## src/sv/dhqa_pkg.sv

```systemverilog
`default_nettype none
package dhqa_pkg;

	localparam logic [1:0] OP_WORD    = 2'd0;
	localparam logic [1:0] OP_BYTE    = 2'd1;
	localparam logic [1:0] OP_SUBMIT  = 2'd2;
	localparam logic [1:0] OP_RELEASE = 2'd3;

	localparam logic [2:0] ST_ABSORBED  = 3'd0;
	localparam logic [2:0] ST_ACCEPTED  = 3'd1;
	localparam logic [2:0] ST_PAUSED    = 3'd2;
	localparam logic [2:0] ST_INVALID   = 3'd3;
	localparam logic [2:0] ST_DUPLICATE = 3'd4;
	localparam logic [2:0] ST_FULL      = 3'd5;
	localparam logic [2:0] ST_RELEASED  = 3'd6;
	localparam logic [2:0] ST_UNDERFLOW = 3'd7;

	localparam logic [2:0] REG_PAUSED        = 3'd0;
	localparam logic [2:0] REG_SHUTTING_DOWN = 3'd1;
	localparam logic [2:0] REG_MAX_ITEMS     = 3'd2;
	localparam logic [2:0] REG_MAX_BYTES     = 3'd3;
	localparam logic [2:0] REG_HEADER_BYTES  = 3'd4;
	localparam logic [2:0] REG_DUP_WINDOW    = 3'd5;

	localparam logic [15:0] RST_MAX_ITEMS    = 16'd64;
	localparam logic [39:0] RST_MAX_BYTES    = 40'd67108864;
	localparam logic [11:0] RST_HEADER_BYTES = 12'd256;
	localparam logic [15:0] RST_DUP_WINDOW   = 16'd500;

	localparam logic [63:0] FNV_BASIS  = 64'hcbf29ce484222325;
	localparam logic [7:0]  TYPE_LIMIT = 8'd128;

	typedef struct packed {
		logic [1:0]  opcode;
		logic [63:0] data_word;
		logic [31:0] payload_length;
		logic [7:0]  type_length;
		logic [63:0] now_ms;
		logic        time_valid;
		logic        delivered;
	} item_t;

	typedef struct packed {
		logic        paused;
		logic        shutting_down;
		logic [15:0] max_queue_items;
		logic [39:0] max_queue_bytes;
		logic [11:0] header_bytes;
		logic [15:0] dup_window_ms;
	} cfg_t;

	typedef struct packed {
		logic [2:0]  status;
		logic [63:0] hash_value;
		logic [15:0] queued_items;
		logic [39:0] queued_bytes;
		logic [63:0] delivered_bytes;
		logic [63:0] delivered_events;
	} res_t;

	// The FNV prime is 2^40 + 0x1b3, so the product is a sum of shifted copies.
	function automatic logic [63:0] fnv_mix(input logic [63:0] h, input logic [63:0] v);
		logic [63:0] x;
		x = h ^ v;
		return (x << 40) + (x << 8) + (x << 7) + (x << 5) + (x << 4) + (x << 1) + x;
	endfunction

endpackage
`default_nettype wire

```

## src/sv/dhqa_hash.sv

```systemverilog
`default_nettype none
module dhqa_hash (
	input  logic           clk,
	input  logic           arst_n,
	input  logic           advance,
	input  dhqa_pkg::item_t item,
	output logic [63:0]    hash_value
);
	import dhqa_pkg::*;

	logic [63:0] hash_q;

	always_comb begin
		case (item.opcode)
			OP_WORD: hash_value = fnv_mix(hash_q, item.data_word);
			OP_BYTE: hash_value = fnv_mix(hash_q, {56'd0, item.data_word[7:0]});
			default: hash_value = hash_q;
		endcase
	end

	// Every submit restarts the hash, whatever the outcome.
	always_ff @(posedge clk or negedge arst_n) begin
		if (!arst_n) begin
			hash_q <= FNV_BASIS;
		end else if (advance) begin
			case (item.opcode)
				OP_WORD, OP_BYTE: hash_q <= hash_value;
				OP_SUBMIT: hash_q <= FNV_BASIS;
				default: hash_q <= hash_q;
			endcase
		end
	end

endmodule
`default_nettype wire

```

## src/sv/dhqa_admit.sv

```systemverilog
`default_nettype none
module dhqa_admit (
	input  logic            clk,
	input  logic            arst_n,
	input  logic            advance,
	input  dhqa_pkg::item_t item,
	input  dhqa_pkg::cfg_t  cfg,
	input  logic [63:0]     hash_value,
	output dhqa_pkg::res_t  res
);
	import dhqa_pkg::*;

	logic [63:0] last_hash_q;
	logic [31:0] last_len_q;
	logic [63:0] last_time_q;
	logic        has_prev_q;
	logic [15:0] items_q;
	logic [39:0] bytes_q;
	logic [63:0] dlv_bytes_q;
	logic [63:0] dlv_events_q;

	logic [32:0] size;
	logic [39:0] size40;
	logic [63:0] elapsed;
	logic [39:0] used;
	logic [39:0] room;
	logic        dup;
	logic        full;
	logic        type_bad;
	logic        accept;
	logic [2:0]  status;
	logic [15:0] items_n;
	logic [39:0] bytes_n;
	logic [63:0] dlv_bytes_n;
	logic [63:0] dlv_events_n;

	always_comb begin
		size     = 33'(cfg.header_bytes) + 33'(item.payload_length);
		size40   = {7'd0, size};
		elapsed  = item.now_ms - last_time_q;
		dup      = has_prev_q && item.time_valid && (hash_value == last_hash_q) &&
			(item.payload_length == last_len_q) && (item.now_ms >= last_time_q) &&
			(elapsed < 64'(cfg.dup_window_ms));
		used     = (bytes_q < cfg.max_queue_bytes) ? bytes_q : cfg.max_queue_bytes;
		room     = cfg.max_queue_bytes - used;
		full     = cfg.shutting_down || (items_q >= cfg.max_queue_items) || (size40 > room);
		type_bad = (item.type_length == 8'd0) || (item.type_length >= TYPE_LIMIT);

		status       = ST_ABSORBED;
		accept       = 1'b0;
		items_n      = items_q;
		bytes_n      = bytes_q;
		dlv_bytes_n  = dlv_bytes_q;
		dlv_events_n = dlv_events_q;

		case (item.opcode)
			OP_SUBMIT: begin
				if (cfg.paused) begin
					status = ST_PAUSED;
				end else if (type_bad) begin
					status = ST_INVALID;
				end else if (dup) begin
					status = ST_DUPLICATE;
				end else if (full) begin
					status = ST_FULL;
				end else begin
					status  = ST_ACCEPTED;
					accept  = 1'b1;
					items_n = items_q + 16'd1;
					bytes_n = bytes_q + size40;
				end
			end
			OP_RELEASE: begin
				status = ST_RELEASED;
				if (items_q == 16'd0) begin
					status = ST_UNDERFLOW;
				end else begin
					items_n = items_q - 16'd1;
				end
				if (bytes_q < size40) begin
					bytes_n = '0;
					status  = ST_UNDERFLOW;
				end else begin
					bytes_n = bytes_q - size40;
				end
				if (item.delivered) begin
					dlv_bytes_n  = dlv_bytes_q + 64'(item.payload_length);
					dlv_events_n = dlv_events_q + 64'd1;
				end
			end
			default: begin
				status = ST_ABSORBED;
			end
		endcase

		res.status           = status;
		res.hash_value       = hash_value;
		res.queued_items     = items_n;
		res.queued_bytes     = bytes_n;
		res.delivered_bytes  = dlv_bytes_n;
		res.delivered_events = dlv_events_n;
	end

	always_ff @(posedge clk or negedge arst_n) begin
		if (!arst_n) begin
			last_hash_q  <= '0;
			last_len_q   <= '0;
			last_time_q  <= '0;
			has_prev_q   <= 1'b0;
			items_q      <= '0;
			bytes_q      <= '0;
			dlv_bytes_q  <= '0;
			dlv_events_q <= '0;
		end else if (advance) begin
			items_q      <= items_n;
			bytes_q      <= bytes_n;
			dlv_bytes_q  <= dlv_bytes_n;
			dlv_events_q <= dlv_events_n;
			if (accept) begin
				last_hash_q <= hash_value;
				last_len_q  <= item.payload_length;
				has_prev_q  <= item.time_valid;
				if (item.time_valid) begin
					last_time_q <= item.now_ms;
				end
			end
		end
	end

endmodule
`default_nettype wire

```

## src/sv/dedup_hash_queue_admission_unit.sv

```systemverilog
`default_nettype none
// Hashes event content and admits events into a bounded queue, one item per clock cycle
// while m_axis_tready keeps up. Each item passes from the input register through the
// hash and admission logic into the result register; the running hash and queue counters
// update with it, so the next item sees them at once and absorb, submit and release items
// may follow one another without gaps. The user must write configuration registers through
// cfg_we, cfg_addr and cfg_wdata while no item is in flight; the block does not enforce it.
module dedup_hash_queue_admission_unit (
	input  logic         clk,
	input  logic         arst_n,
	input  logic         s_axis_tvalid,
	output logic         s_axis_tready,
	// data_word, payload_length, type_length, now_ms, time_valid, delivered, zero pad
	input  logic [175:0] s_axis_tdata,
	// opcode
	input  logic [1:0]   s_axis_tuser,
	output logic         m_axis_tvalid,
	input  logic         m_axis_tready,
	// status, hash_value, queued_items, queued_bytes, delivered_bytes,
	// delivered_events, zero pad
	output logic [255:0] m_axis_tdata,
	input  logic         cfg_we,
	input  logic [2:0]   cfg_addr,
	input  logic [39:0]  cfg_wdata
);
	import dhqa_pkg::*;

	cfg_t  cfg_q;
	item_t item_in;
	item_t item_s1;
	logic  valid_s1;
	logic  out_free;
	logic  advance;
	logic [63:0] hash_value;
	res_t  res;
	res_t  res_q;
	logic  m_valid_q;

	always_ff @(posedge clk or negedge arst_n) begin
		if (!arst_n) begin
			cfg_q.paused          <= 1'b0;
			cfg_q.shutting_down   <= 1'b0;
			cfg_q.max_queue_items <= RST_MAX_ITEMS;
			cfg_q.max_queue_bytes <= RST_MAX_BYTES;
			cfg_q.header_bytes    <= RST_HEADER_BYTES;
			cfg_q.dup_window_ms   <= RST_DUP_WINDOW;
		end else if (cfg_we) begin
			case (cfg_addr)
				REG_PAUSED:        cfg_q.paused          <= cfg_wdata[0];
				REG_SHUTTING_DOWN: cfg_q.shutting_down   <= cfg_wdata[0];
				REG_MAX_ITEMS:     cfg_q.max_queue_items <= cfg_wdata[15:0];
				REG_MAX_BYTES:     cfg_q.max_queue_bytes <= cfg_wdata;
				REG_HEADER_BYTES:  cfg_q.header_bytes    <= cfg_wdata[11:0];
				REG_DUP_WINDOW:    cfg_q.dup_window_ms   <= cfg_wdata[15:0];
				default: cfg_q <= cfg_q;
			endcase
		end
	end

	always_comb begin
		item_in.opcode         = s_axis_tuser;
		item_in.data_word      = s_axis_tdata[63:0];
		item_in.payload_length = s_axis_tdata[95:64];
		item_in.type_length    = s_axis_tdata[103:96];
		item_in.now_ms         = s_axis_tdata[167:104];
		item_in.time_valid     = s_axis_tdata[168];
		item_in.delivered      = s_axis_tdata[169];
	end

	assign out_free      = !m_valid_q || m_axis_tready;
	assign advance       = valid_s1 && out_free;
	assign s_axis_tready = !valid_s1 || out_free;

	always_ff @(posedge clk or negedge arst_n) begin
		if (!arst_n) begin
			valid_s1 <= 1'b0;
		end else if (s_axis_tready) begin
			valid_s1 <= s_axis_tvalid;
		end
	end

	always_ff @(posedge clk) begin
		if (s_axis_tvalid && s_axis_tready) begin
			item_s1 <= item_in;
		end
	end

	dhqa_hash u_hash (
		.clk        (clk),
		.arst_n     (arst_n),
		.advance    (advance),
		.item       (item_s1),
		.hash_value (hash_value)
	);

	dhqa_admit u_admit (
		.clk        (clk),
		.arst_n     (arst_n),
		.advance    (advance),
		.item       (item_s1),
		.cfg        (cfg_q),
		.hash_value (hash_value),
		.res        (res)
	);

	always_ff @(posedge clk or negedge arst_n) begin
		if (!arst_n) begin
			m_valid_q <= 1'b0;
		end else if (out_free) begin
			m_valid_q <= advance;
		end
	end

	always_ff @(posedge clk) begin
		if (advance) begin
			res_q <= res;
		end
	end

	assign m_axis_tvalid = m_valid_q;
	assign m_axis_tdata  = {5'd0, res_q.delivered_events, res_q.delivered_bytes,
		res_q.queued_bytes, res_q.queued_items, res_q.hash_value, res_q.status};

	// An accepted event never leaves the queue empty.
	a_accept_nonempty: assert property (@(posedge clk) disable iff (!arst_n)
		(m_valid_q && res_q.status == ST_ACCEPTED) |-> (res_q.queued_items != 16'd0))
		else $error("accepted event left the item count at zero");

	// Absorb items always report the absorbed status.
	a_absorb_status: assert property (@(posedge clk) disable iff (!arst_n)
		(advance && (item_s1.opcode == OP_WORD || item_s1.opcode == OP_BYTE))
		|=> (m_valid_q && res_q.status == ST_ABSORBED))
		else $error("absorb item did not report absorbed");

	// A held input item waits unchanged until the result register frees up.
	a_s1_hold: assert property (@(posedge clk) disable iff (!arst_n)
		(valid_s1 && !advance) |=> (valid_s1 && $stable(item_s1)))
		else $error("input stage lost or changed a waiting item");

endmodule
`default_nettype wire
```

## config.mk

```make
export PLATFORM = sky130hd
export DESIGN_NAME = dedup_hash_queue_admission_unit
export DESIGN_NICKNAME = d
export VERILOG_FILES = /design/src/sv/dhqa_pkg.sv /design/src/sv/dhqa_hash.sv /design/src/sv/dhqa_admit.sv /design/src/sv/dedup_hash_queue_admission_unit.sv
export SDC_FILE = /design/constraint.sdc
export NUM_CORES = 2
export LEC_CHECK = 0
export BUFFER_PORTS_ARGS = -buffer_cell sky130_fd_sc_hd__clkbuf_2
export CORE_ASPECT_RATIO = 0.8
export CORE_UTILIZATION = 37
export DETAILED_ROUTE_END_ITERATION = 10
export PLACE_DENSITY = 0.53
export SETUP_SLACK_MARGIN = 0.05
export SLEW_MARGIN = 30
export SYNTH_ARGS = -nofsm -noshare
export SYNTH_HDL_FRONTEND = slang
export SYNTH_SLANG_ARGS = --single-unit
```

## constraint.sdc

```tcl
create_clock -name clk -period 10.8 [get_ports clk]
set_input_delay 1.08 -clock clk [delete_from_list [all_inputs] [get_ports clk]]
set_output_delay 1.08 -clock clk [all_outputs]
set_load 0.01 [all_outputs]
```

* After elaboration in Yosys (flattened, before gate mapping)
Cells that the tools add are included.
Storage, ports and cells: register bits 920, bits in latches 0, RAM bits 0, memory bits (read-only) 0, memories 0
Operators by class: $add $sub $neg 21, multipliers 0, div/mod/pow operators 0, magnitude comparators 7, equality and inequality tests 10, shifts and indexed selects 0, muxes and demuxes 31, bitwise operators 2, reduce and logical (&&, ||, !) cells 29
Operator list (number):
- $add 64x64->64 | 12
- $mux 64 | 4
- $pmux 64 s2 | 2
- $mux 40 | 6
- $mux 16 | 5
- $pmux 40 s2 | 1
- $add 64x1->64 const B | 1
- $add 64x32->64 | 1
- $eq 64x64->1 | 1
- $ge 64x64->1 | 1
- $lt 64x16->1 | 1
- $sub 64x64->64 | 1
- $xor 64x64->64 | 1
- $xor 64x8->64 | 1
- $add 40x33->40 | 1
- $gt 33x40->1 | 1
- $lt 40x33->1 | 1
- $lt 40x40->1 | 1
- $sub 40x33->40 | 1
- $sub 40x40->40 | 1
- $add 12x32->33 | 1
- $eq 32x32->1 | 1
- $pmux 16 s2 | 1
- $add 16x1->16 const B | 1
- 22 further kinds | 52

* Longest topological paths before layout
depth after elaboration 18, gate-level depth with buffers 50, depth with buffers taken out 45

* Hierarchy
A second synthesis with hierarchy kept.
Second synthesis, totals: cell total of the unflattened synthesis 7878, area, all modules 76788.6 sq um
Modules (own cells, without submodules):
- dhqa_admit | instances 1, cells each 4415, area an instance 35706.7 sq um, seq. area each 8633.3 sq um
- dhqa_hash | instances 1, cells each 2840, area an instance 24943.9 sq um, seq. area each 1636.6 sq um
- dedup_hash_queue_admission_unit | instances 1, cells each 623, area an instance 16138.0 sq um, seq. area each 14915.6 sq um

* Worst setup path before layout
OpenSTA, ideal clock, no wires.
path kind in2reg, from in m_axis_tready, to reg res_q (netlist bit m_axis_tdata[0]), enable pin, data arrival time 8973 ps, data required time 10088 ps, setup slack 1115 ps, stages 6, path buffers 3, cell sequence nand2b_1 > nand2_1 > inv_1 > clkbuf_1 > buf_1 > buf_1
Between the ends: word-level cells in the longest chain between the ends 2
Ends and longest elaborated chain:
- start: declaration | line dedup_hash_queue_admission_unit.sv:18 | input logic m_axis_tready,
- $logic_or 1x1->1 | line dedup_hash_queue_admission_unit.sv:70 | assign out_free = !m_valid_q || m_axis_tready;
- $logic_and 1x1->1 | line dedup_hash_queue_admission_unit.sv:71 | assign advance = valid_s1 && out_free;
- via advance | line dedup_hash_queue_admission_unit.sv:33 | logic advance;
- end signal: assignment | line dedup_hash_queue_admission_unit.sv:116 | res_q <= res;
- end: declaration | line dedup_hash_queue_admission_unit.sv:36 | res_t res_q;
The timed path passes the listed nets, and every way through them passes these cells. A chain may end at the register's enable or synchronous reset.

* Worst setup path after layout
from reg u_hash.hash_q[11], to reg u_admit.last_time_q[29]
Between the ends: word-level cells in the longest chain between the ends 18
Ends and longest elaborated chain:
- start: declaration | line dhqa_hash.sv:11 | logic [63:0] hash_q;
- start signal: assignment | line dhqa_hash.sv:27 | OP_WORD, OP_BYTE: hash_q <= hash_value;
- start signal: assignment | line dhqa_hash.sv:29 | default: hash_q <= hash_q;
- $xor 64x8->64 or $xor 64x64->64 (tied branches) | line dhqa_pkg.sv:64 | x = h ^ v;
- $add 64x64->64 (6 in a row) | line dhqa_pkg.sv:65 | return (x << 40) + (x << 8) + (x << 7) + (x << 5) + (x << 4) + (x << 1) + x;
- $pmux 64 s2 * | line dhqa_hash.sv:14 | case (item.opcode)
- $eq 64x64->1 * | line dhqa_admit.sv:41 | dup = has_prev_q && item.time_valid && (hash_value == last_hash_q) &&
- $logic_and 1x1->1 * (2 in a row) | line dhqa_admit.sv:41
- $logic_and 1x1->1 * (2 in a row) | line dhqa_admit.sv:42 | (item.payload_length == last_len_q) && (item.now_ms >= last_time_q) &&
- $mux 1 * | line dhqa_admit.sv:62 | end else if (dup) begin
- $mux 1 * | line dhqa_admit.sv:60 | end else if (type_bad) begin
- $mux 1 * | line dhqa_admit.sv:58 | if (cfg.paused) begin
- $mux 1 * | line dhqa_admit.sv:56 | case (item.opcode)
- $reduce_and 3->1 (no source line) *
- end signal: assignment | line dhqa_admit.sv:124 | last_time_q <= item.now_ms;
- end: declaration | line dhqa_admit.sv:15 | logic [63:0] last_time_q;
Mark *: on every way between the ends. The rest lies on a longest branch, timed or not.

==> results.toml <==
[min_path]
hp-class = "in2async"

[critical_path]
worst_ep_required_time_ns = 11.45
slowest_delay_ns = 1.05
critPathCaptureType = "flop"
reg2reg_slack_ns = 0.12
cpMostUsedCell = "buf_4"
r2r_end = "u_admit.last_time_q[29]"
cp-startpoint = "u_hash.hash_q[11]"
path_max_fanout = 20
endpoint = "u_admit.last_time_q[29]"
r2r_cells = 30
crit_type = "reg2reg"
cp_slowest_cell = "dfrtp_1"
crit-reg2reg-launch = "u_hash.hash_q[11]"
critPathLaunchType = "flop"
arrival_ns = 11.34

[route]
drc_errors = 0
drt_iter0_drc = 6307
antenna_left = 0
wire_per_inst_um = 25.6
drtPass1Iterations = 6
vias = 64638
wirelength_um = 292000
via_per_inst = 5.67

[timing]
tightest_slew_ns = 1.17
whs_ns = 0.315
clock_skew_ns = 0.0540
fin_crit_sh_pct = 98.9
finalSetupViolations = 0
hold_violations = 0
fin_tns_setup_ns = 0
max_freq_mhz = 93.6
drv_slew = 0
rsz0062_at_grt = "false"
slew_headroom_pct = 21.6
min_period_ns = 10.68

[yosys]
synth_cell_types = 93
yosysSeqAreaShare_pct = 32.9
async_reset_ff_share_pct = 54.0
avgSynthCellArea_um2 = 9.55
synthesis.area_mm2 = 0.0765
synth_edf_count = 423
ys_warn_count = 0
syn_inst = 8007
synth_ff_type = "dfrtp_1"
ys_seq_elements = 920

[place]
io_buffer_count = 472
hpwl_um = 233000
gp_congestion = 1.00

[global_routing]
antenna_found_initial = 20
grt_max_degree = 113
track_usage_pct = 27.6
overflow = 0
grt_pass1_wl_um = 423000
grt_pass1_vias = 61041

[cts]
cts_tree = "done"
cts.sinks = 920
clockRootBuffer = "clkbuf_16"
clkTransAtPathRegs_ns = 0.07
cts_max_path_buffers = 3
cts_setup_buffers = 0
clk_latency_ns = 0.81
cts_max_level = 3
numCtsBuffers = 107

[floorplanning]
die_w_um = 510
boundaryPins = 484
fp.coreArea_mm2 = 0.204
die_area_mm2 = 0.208
start_util_pct = 37.4
die_h_um = 409
placementRows = 148

[final_layout]
final_cell_mix = "907 x inv_1, 719 x nand2_1, 568 x ha_1, 478 x nor2_1, 474 x a21oi_1"
area_growth_pct = 14.6
drive_gt1_share_pct = 14.7
mostFrequentLayoutCell = "inv_1"
fin_nets = 9834

[run_status]
status = "complete, no violations"

[flow_run]
drv_cap = 0
## layout make-up
cell class	instances	area, µm²
Antenna cell	8	20.0
Clock buffer	143	2990
Clock inverter	59	734
Fill cell	20049	117000
Inverter	909	3420
Multi-Input combinational cell	5857	46700
Sequential cell	920	25200
Tap cell	2700	3380
Timing Repair Buffer	806	5160
## how the worst min path moves through the flow
stage | to | slack (ns)
floorplan | m_axis_tvalid | 0.46
global placement | u_admit.dlv_bytes_q[63] | 0.47
detailed placement | u_admit.dlv_bytes_q[63] | 0.48
CTS | u_admit.last_time_q[28] | 0.31
global route | u_admit.last_time_q[19] | 0.34
finish | u_admit.last_time_q[13] | 0.31
## cell usage after synthesis, drive strengths merged, types with 64 or more instances
master,count,share of area [%]
nor2,485,2.4
and3,86,0.70
a21oi,477,3.1
a21o,148,1.5
mux2,166,2.4
o21bai,74,0.73
ha,568,9.3
nor3,140,0.93
buf,76,0.51
mux2i,88,1.2
inv,908,4.5
nand4,146,1.2
o21ai,361,2.4
xnor2,293,3.4
o21a,64,0.63
nand3,180,1.2
xor2,322,3.7
nand2,724,3.6
fa,439,11
dfrtp,460,15
clkbuf,249,1.2
edfxtp,423,17
or3,64,0.52
## logic make-up after synthesis
logic type                 after synthesis  share of synthesized area, %
and+or+nand+nor                       2157                          13.4
DFF                                    920                          32.9
other                                    1                       0.00490
AOI/OAI and AO/OA                     1819                          16.0
muxes                                  254                          3.60
xor gates and xnor gates               615                          7.04
adders and majority gates             1007                          20.8
buffers and inverters                 1234                          6.19
## critical path: cells and delay by family, from the launching register on
family	cells	cell delay, ns
and+or+nand+nor	6	1.38
adders and majority gates	5	2.18
buffers and inverters	8	1.50
DFF	1	1.05
xor gates and xnor gates	2	0.54
muxes	1	0.35
AOI/OAI and AO/OA	8	3.46
## stage by stage
step	setup WS, ns	utilization, %	cells	cell area (µm²)
global route	0.0753	42.9	11394	87600
floorplan	1.11	-	8011	76500
finish	0.120	42.9	11402	87600
detailed placement	0.324	41.0	11192	83800
CTS	0.210	42.8	11394	87600
global placement	0.368	41.0	11190	83800
## sequential cells by signal, indices dropped and copies added, names as in the netlist
name,count
u_admit.bytes_q,40
u_hash.hash_q,64
u_admit.dlv_bytes_q,64
u_admit.last_hash_q,64
u_admit.dlv_events_q,64
m_axis_tvalid,1
u_admit.items_q,16
m_axis_tdata,251
cfg_q,86
item_s1,172
u_admit.last_time_q,64
u_admit.last_len_q,32
valid_s1,1
u_admit.has_prev_q,1
## what timing repair did
| item | 4_1_cts | 5_1_grt |
|---|---|---|
| hold buffers | 0 | 0 |
| setup endpoints to repair | 0 | 272 |
| hold endpoints to repair | 0 | 0 |
| resized for setup | 0 | 6 |
## metal layers
| metal | share of wire, % | global-route usage, % | vias up |
|---|---|---|---|
| met5 | 0.023 | 0 | - |
| met2 | 41 | 39.1 | 2610 |
| li1 | - | - | 29436 |
| met1 | 47 | 41.8 | 32207 |
| met4 | 2.9 | 7.23 | 10 |
| met3 | 8.9 | 6.05 | 375 |
Power is not shown: default switching activity piles up to over one toggle a cycle in this logic, so the estimate is an artifact.
